==> src/hrap_pkg.sv <==
// ----------------------------------------------------------------------------
// hrap_pkg: shared types and constants for the ring-order angle-to-pixel block
// Fixed-point constants, side-band payload carried along the root chain and
// the resolution clamp used by the front and back stages.
// ----------------------------------------------------------------------------
package hrap_pkg;

  localparam int unsigned MaxNside = 8192;
  localparam int unsigned RootSteps = 31;

  // 2pi in Q28, 2/pi in Q32, 1.0 in Q30
  localparam logic signed [34:0] TwoPiQ28 = 35'sd1686629713;
  localparam logic [31:0] TwoOverPiQ32 = 32'd2734261102;
  localparam logic signed [31:0] OneQ30 = 32'sd1073741824;

  // payload that rides along with the square-root operand
  typedef struct packed {
    logic [33:0] ttq;    // azimuth scaled by 2/pi, Q2.32
    logic        pos;    // z strictly positive
    logic        polar;  // polar-cap formula selected
    logic [16:0] jp;     // equatorial edge-line index, ascending
    logic [16:0] jm;     // equatorial edge-line index, descending
  } side_t;

  // clamp the resolution register into 1..MaxNside
  function automatic logic [13:0] clamp_nside(input logic [13:0] v);
    logic [13:0] r;
    if (v == 14'd0) begin
      r = 14'd1;
    end else if (v > 14'(MaxNside)) begin
      r = 14'(MaxNside);
    end else begin
      r = v;
    end
    return r;
  endfunction

endpackage

==> src/hrap_front.sv <==
// ----------------------------------------------------------------------------
// hrap_front: input conditioning, azimuth scaling and equatorial indices
// Saturates z, wraps phi, forms tt = phi*2/pi, picks the formula and builds
// the square-root operand 3(1-|z|) in Q60.
// ----------------------------------------------------------------------------
module hrap_front (
  input  logic                clk_i,
  input  logic                rst_ni,
  input  logic                en_i,
  input  logic [13:0]         nside_i,
  input  logic                valid_i,
  input  logic signed [31:0]  cos_theta_i,
  input  logic signed [32:0]  phi_i,
  output logic                valid_o,
  output logic [61:0]         rem_o,
  output hrap_pkg::side_t     side_o
);
  import hrap_pkg::*;

  logic [2:0] valid_q;

  // stage 0
  logic signed [31:0] z_d, z0_q;
  logic signed [34:0] ph_a, ph_b;
  logic [30:0]        ph_d, ph0_q;

  // stage 1
  logic [62:0] tt_prod;
  logic [30:0] za;
  logic [32:0] za3;
  logic [30:0] wd;
  logic [31:0] w_d;
  logic [33:0] ttq1_q;
  logic signed [31:0] z1_q;
  logic        pos1_q, polar1_q;
  logic [31:0] w1_q;

  // stage 2
  logic signed [36:0] z3, a_s, b_s;
  logic [48:0] jp_prod, jm_prod;
  logic [61:0] rem2_q;
  side_t       side2_q;

  // saturate z and wrap phi once
  always_comb begin
    if (cos_theta_i > OneQ30) begin
      z_d = OneQ30;
    end else if (cos_theta_i < -OneQ30) begin
      z_d = -OneQ30;
    end else begin
      z_d = cos_theta_i;
    end
    ph_a = {{2{phi_i[32]}}, phi_i};
    if (ph_a >= TwoPiQ28) begin
      ph_a = ph_a - TwoPiQ28;
    end
    if (ph_a < 0) begin
      ph_a = ph_a + TwoPiQ28;
    end
    ph_b = ph_a;
    if (ph_b < 0) begin
      ph_b = '0;
    end
    if (ph_b >= TwoPiQ28) begin
      ph_b = TwoPiQ28 - 35'sd1;
    end
    ph_d = ph_b[30:0];
  end

  // scale azimuth, test the cap boundary, form 3(1-|z|)
  always_comb begin
    tt_prod = {32'd0, ph0_q} * {31'd0, TwoOverPiQ32};
    za      = z0_q[31] ? 31'(-z0_q) : z0_q[30:0];
    za3     = {2'b00, za} + {1'b0, za, 1'b0};
    wd      = OneQ30[30:0] - za;
    w_d     = {1'b0, wd} + {wd, 1'b0};
  end

  // equatorial edge-line indices
  always_comb begin
    z3      = 37'(z1_q) + 37'(z1_q) + 37'(z1_q);
    a_s     = 37'sd2147483648 + $signed({3'b000, ttq1_q}) - z3;
    b_s     = 37'sd2147483648 + $signed({3'b000, ttq1_q}) + z3;
    jp_prod = {35'd0, nside_i} * {14'd0, a_s[34:0]};
    jm_prod = {35'd0, nside_i} * {14'd0, b_s[34:0]};
  end

  // advance valid flags
  always_ff @(posedge clk_i or negedge rst_ni) begin
    if (!rst_ni) begin
      valid_q <= '0;
    end else if (en_i) begin
      valid_q <= {valid_q[1:0], valid_i};
    end
  end

  // advance payload
  always_ff @(posedge clk_i) begin
    if (en_i) begin
      z0_q     <= z_d;
      ph0_q    <= ph_d;
      ttq1_q   <= tt_prod[61:28];
      z1_q     <= z0_q;
      pos1_q   <= !z0_q[31] && (z0_q != 32'sd0);
      polar1_q <= za3 > 33'd2147483648;
      w1_q     <= w_d;
      rem2_q         <= {w1_q[31:0], 30'd0};
      side2_q.ttq    <= ttq1_q;
      side2_q.pos    <= pos1_q;
      side2_q.polar  <= polar1_q;
      side2_q.jp     <= jp_prod[48:32];
      side2_q.jm     <= jm_prod[48:32];
    end
  end

  assign valid_o = valid_q[2];
  assign rem_o   = rem2_q;
  assign side_o  = side2_q;

endmodule

==> config.mk <==
export PLATFORM = sky130hd
export DESIGN_NAME = hrap_front
export DESIGN_NICKNAME = d
export VERILOG_FILES = /design/src/hrap_pkg.sv /design/src/hrap_front.sv
export SDC_FILE = /design/constraint.sdc
export NUM_CORES = 2
export LEC_CHECK = 0
export BUFFER_PORTS_ARGS = -buffer_cell sky130_fd_sc_hd__buf_2
export CORE_MARGIN = 5
export CORE_UTILIZATION = 50
export CTS_BUF_LIST = sky130_fd_sc_hd__clkbuf_4 sky130_fd_sc_hd__clkbuf_8
export CTS_CLUSTER_SIZE = 8
export DETAILED_ROUTE_END_ITERATION = 12
export PLACE_DENSITY = 0.69
export SYNTH_ARGS = -nofsm -noshare
export SYNTH_HDL_FRONTEND = slang
export SYNTH_SLANG_ARGS = --single-unit
export TNS_END_PERCENT = 100
==> constraint.sdc <==
create_clock -name clk_i -period 32.5 [get_ports clk_i]
set_input_delay 0 -clock clk_i [delete_from_list [all_inputs] [get_ports clk_i]]
set_output_delay 0 -clock clk_i [all_outputs]
set_load 0.1 [all_outputs]
## Word-level counts from Yosys, hierarchy flattened

Cells that the tools add are included.

| cells by class | value |
|---|---|
| add/subtract/negate cells | 11 |
| multipliers | 3 |
| order comparisons | 7 |
| multiplexer cells | 5 |
| reduce and logical (&&, ||, !) cells | 4 |

Operators with widths:

| operator | number |
|---|---|
| $mux W35 | 3 |
| $mul A14 B35 Y49 | 2 |
| $lt A35 B1 Y1 const B | 2 |
| $mul A31 B31 Y61 const B | 1 |
| $add A32 B34 Y35 const A | 1 |
| $add A35 B32 Y35 const B | 1 |
| $add A35 B34 Y35 | 1 |
| $ge A35 B32 Y1 const B | 1 |
| $sub A35 B34 Y35 | 1 |
| $add A33 B32 Y34 | 1 |
| $sub A33 B32 Y34 const B | 1 |
| $add A31 B32 Y33 | 1 |
| $add A32 B32 Y33 | 1 |
| $ge A33 B32 Y1 const B | 1 |
| $gt A33 B32 Y1 const B | 1 |
| $add A31 B32 Y32 | 1 |
| $gt A32 B32 Y1 const B | 1 |
| $lt A32 B31 Y1 const B | 1 |
| $mux W32 | 1 |
| $reduce_bool A32 Y1 | 1 |
| $mux W31 | 1 |
| $neg A31 Y31 | 1 |
| $sub A31 B31 Y31 const A | 1 |
| $reduce_or A2 Y1 | 1 |
| 2 further kinds | 2 |

| word-level totals | value |
|---|---|
| flip-flop bits (word level) | 268 |
| bits of input ports | 83 |

## Depth between registers and ports, before layout

| depth | value |
|---|---|
| depth in word-level cells | 7 |
| mapped depth | 51 |
| mapped depth without buffers | 51 |

## Worst setup path after synthesis

No wires, ideal clock.

| timing | value |
|---|---|
| kind | register to register |
| start | reg z1_q[1] |
| end | reg side2_q, in the netlist side_o[15] (data pin) |
| setup time | 0.258 ns |
| arrival | 10.814 ns |
| required time | 32.242 ns |
| slack | 21.428 ns |
| stages on the path, launching flop included | 46 |
| buffers on the path | 2 |
| clock period less this slack | 11.072 ns |
| cell sequence | edfxtp_1 > ha_1 > fa_1 > a21o_1 > a21oi_1 > o21ai_0 > a21o_1 > a211o_1 > o41ai_1 > o21ba_2 > xnor2_1 > ha_1 > clkbuf_1 > a21o_1 > or3_1 > o21ai_0 > o2111a_1 > o31ai_1 > (+10 left out) > fa_1 > fa_1 > inv_1 > fa_1 > inv_1 > ha_1 > nand3_1 > nor4b_1 > o311a_1 > o31ai_1 > a2111oi_0 > o2111ai_1 > a21boi_0 > o21a_1 > o21a_1 > o21a_1 > o22ai_1 > xnor2_1 |

| between the ends | value |
|---|---|
| longest elaborated chain between the ends | 4 |

RTL lines:

| what | line | source |
|---|---|---|
| from (decl) | hrap_front.sv:34 | `logic signed [31:0] z1_q;` |
| from (signal assigned) | hrap_front.sv:103 | `z1_q <= z0_q;` |
| $add A32 B32 Y33 | hrap_front.sv:81 | `z3 = 37'(z1_q) + 37'(z1_q) + 37'(z1_q);` |
| $add A33 B32 Y34 * | hrap_front.sv:81 |  |
| $add A35 B34 Y35 * | hrap_front.sv:83 | `b_s = 37'sd2147483648 + $signed({3'b000, ttq1_q}) + z3;` |
| $mul A14 B35 Y49 * | hrap_front.sv:85 | `jm_prod = {35'd0, nside_i} * {14'd0, b_s[34:0]};` |
| named net jm_prod[47] | hrap_front.sv:40 | `logic [48:0] jp_prod, jm_prod;` |
| to (decl) | hrap_front.sv:42 | `side_t side2_q;` |

The timed path passes the listed nets; every way through them passes the cells marked *.
A chain may end at the register's enable or synchronous reset.

## Worst setup path in the final report

Same ends and word-level chain as after synthesis.

==> out/summary.txt <==
TritonCTS Sinks: 267
Filler Cells Inserted: 11682
Number of synthesized register bits: 267
YS warnings: 0
Worst EP required: 32.87 ns
Total track usage: 0.2544
CP dominant cell by count: fa_1
Hold/Removal Path Class: input pin to register
Initial Util: 0.5018
H-tree levels: 2
Slew Viols, Final: 0
GPL Wtd Cong: 0.9564
Crit path DAT: 13.55 ns
Core area: 129200 µm²
DIE HEIGHT: 370.0 µm
Cell at the root of the clock tree: clkbuf_8
Gate Count Post-Synth: 6762
Share of cells above drive strength 1: 0.06043
Final period utilization: 0.4056
Unrepaired setup endpoints after global routing: false
Total setup buffers inserted after CTS: 0
Synth cell types: 99
Tmin final: 13.18 ns
First-pass GRT wire length: 276400 µm
Cts repair resizes: 0
Worst Tran Pin Value: 1.155 ns
Number of vias per cell: 5.460
Crit-path max cell delay: 0.85 ns
Worst Skew: 0.05725 ns
Setup-failing EPs final: 0
First-pass detailed-route iteration total: 6
Die area: 136900 µm²
Antenna violations before repair: 7
Kind of critical path: register to register
Wirelength per Cell: 19.74 µm
CP Launch Type: register
Fin worst setup slack: 19.32 ns
Dpl ws: 19.30 ns
Fin area: 69130 µm²
Yosys top cell area share: 0.3682
Ys flop type: edfxtp_1
Fin nets: 8925
Final ANT Viol Nets: 0
Port Buffer Count: 185
CP max-delay cell: a311oi_2
Residual DRC: 0
Max Fclk: 75.86 MHz
Async S/R FF share, synth: 0.01124
Setup TNS: 0 ns
Total routed wirelength: 170600 µm
Area grow syn2layout: 6.654%
Final Hold Viols: 0
Maxcap violations: 0
Crit. End Element: register
Total gr overflow: 0
EDFF count, synth: 264
Largest net degree at the start of global routing: 76
Leading area contributor after synthesis: fa_1
Inserted Clock Buffers: 49
Synth area leaders: fa_1 (37%), ha_1 (15%), edfxtp_1 (12%)
Num rows: 132
Slew headroom: 0.2259
Status: complete, no violations
Die Wd: 370.0 µm
Post-DP HPWL: 136800 µm
Syn_area_per_cell: 9.585 µm²
Syn Std Cell Area: 64810 µm²
Sequential element share of the synthesized area: 0.1235
Vias: 47203
Worst-path clk slew: 0.06 ns
Ports: 216
Clk Latency, worst-skew pair: 0.66 ns
Placed cell areas: 67690 µm²
Vias in the first global route: 50703
Iteration-0 DRC Markers: 3299
Clock tree buffer depth: 3
Maximum net fanout on the critical path: 14
CTS tree: built
-- per-layer routing --
layer,routed length (µm),part of all wire,track usage,vias to the layer above
li1,-,-,-,21432
met1,70400,0.41,0.3342,23899
met2,82540,0.48,0.4324,1541
met3,11080,0.065,0.03815,331
met4,6621,0.039,0.08709,0
met5,0,0,0,-
-- final cells by class --
class,instances,area [µm²],area share
multi-input combinational,4842,50700,0.7335
clock inverter,23,337.8,0.004887
timing repair buffer,293,1839,0.02661
inverter,1418,5323,0.07700
tap,1742,2180,0.03153
clock buffer,57,734.5,0.01062
sequential,267,8003,0.1158
antenna,3,7.507,0.0001086
-- final timing paths --
kind,start,end,slack (ns),depth (start not counted)
worst max register to register,z1_q[1],side_o[15],19.32,44
worst max-delay path,z1_q[1],side_o[15],19.32,44
min in group asynchronous,rst_ni,valid_q[2],0.25,3
max in group asynchronous,rst_ni,valid_q[0],32.10,3
worst min register to register,w1_q[20],rem_o[50],0.42,0
worst min-delay path,phi_i[21],ph0_q[21],0.07,4
-- cell usage in the layout, fill, tap and decap left out, types with 67 or more instances in the layout --
cell type  instances
buf_4             73
nor3_1            92
nand2_1          696
xnor2_1          178
a21oi_1          169
edfxtp_1         264
nand3_1           67
buf_2            183
o21ai_0          127
ha_1             779
inv_1           1417
nor2_1           210
and2_1           438
a21o_1            69
xor2_1           100
fa_1            1192
-- cells by family (layout without fill, tap and decap cells) --
kind of cell,count (synthesis),in the layout,share of synthesized area
compound gates,729,729,0.07656
buf+inv,1682,1791,0.09976
mux,17,17,0.002722
flops,267,267,0.1235
fa+ha+maj,1971,1971,0.5186
other cells,1,33,0.00005786
xor+xnor,311,311,0.04214
simple gates,1784,1784,0.1367
-- critical path: cells and delay by family (launching register included) --
kind,cells,cell delay (ns)
flip-flops,1,0.45
adder cells (fa/ha/maj),10,4.36
AND/OR/NAND/NOR,5,1.07
XOR/XNOR,2,0.25
AO/OA/AOI/OAI,23,6.52
buffers and inverters,4,0.27
-- stage by stage --
step | instances | hold WS, ns | util
global route | 8644 | 0.04571 | 0.5352
finish | 8645 | 0.07257 | 0.5352
global placement | 8526 | -0.2033 | 0.5241
floorplan | 6791 | -0.2956 | -
CTS | 8642 | 0.001152 | 0.5352
detailed placement | 8526 | -0.2004 | 0.5241
-- cell usage after synthesis, types with 41 or more instances --
| cell | instances |
|---|---|
| a211oi_1 | 41 |
| a21o_1 | 69 |
| a21oi_1 | 169 |
| and2_1 | 438 |
| clkbuf_1 | 215 |
| edfxtp_1 | 264 |
| fa_1 | 1192 |
| ha_1 | 779 |
| inv_1 | 1417 |
| nand2_1 | 696 |
| nand2b_1 | 41 |
| nand3_1 | 67 |
| nor2_1 | 211 |
| nor2b_1 | 51 |
| nor3_1 | 92 |
| o21a_1 | 41 |
| o21ai_0 | 127 |
| xnor2_1 | 200 |
| xor2_1 | 110 |
-- flip-flops by register name, summed over array words and instances (netlist names) --
| register | count |
|---|---|
| z0_q | 32 |
| pos1_q | 1 |
| rem_o | 32 |
| ttq1_q | 34 |
| polar1_q | 1 |
| ph0_q | 31 |
| side_o | 70 |
| z1_q | 32 |
| w1_q | 31 |
| valid_q | 3 |
-- timing repair --
action / in CTS / in global routing
hold endpoints to repair: 91 / 0
hold buffers: 36 / 0
setup endpoints to repair: 0 / 0
Power is not shown: default switching activity piles up to over one toggle a cycle in this logic, so the estimate is an artifact.
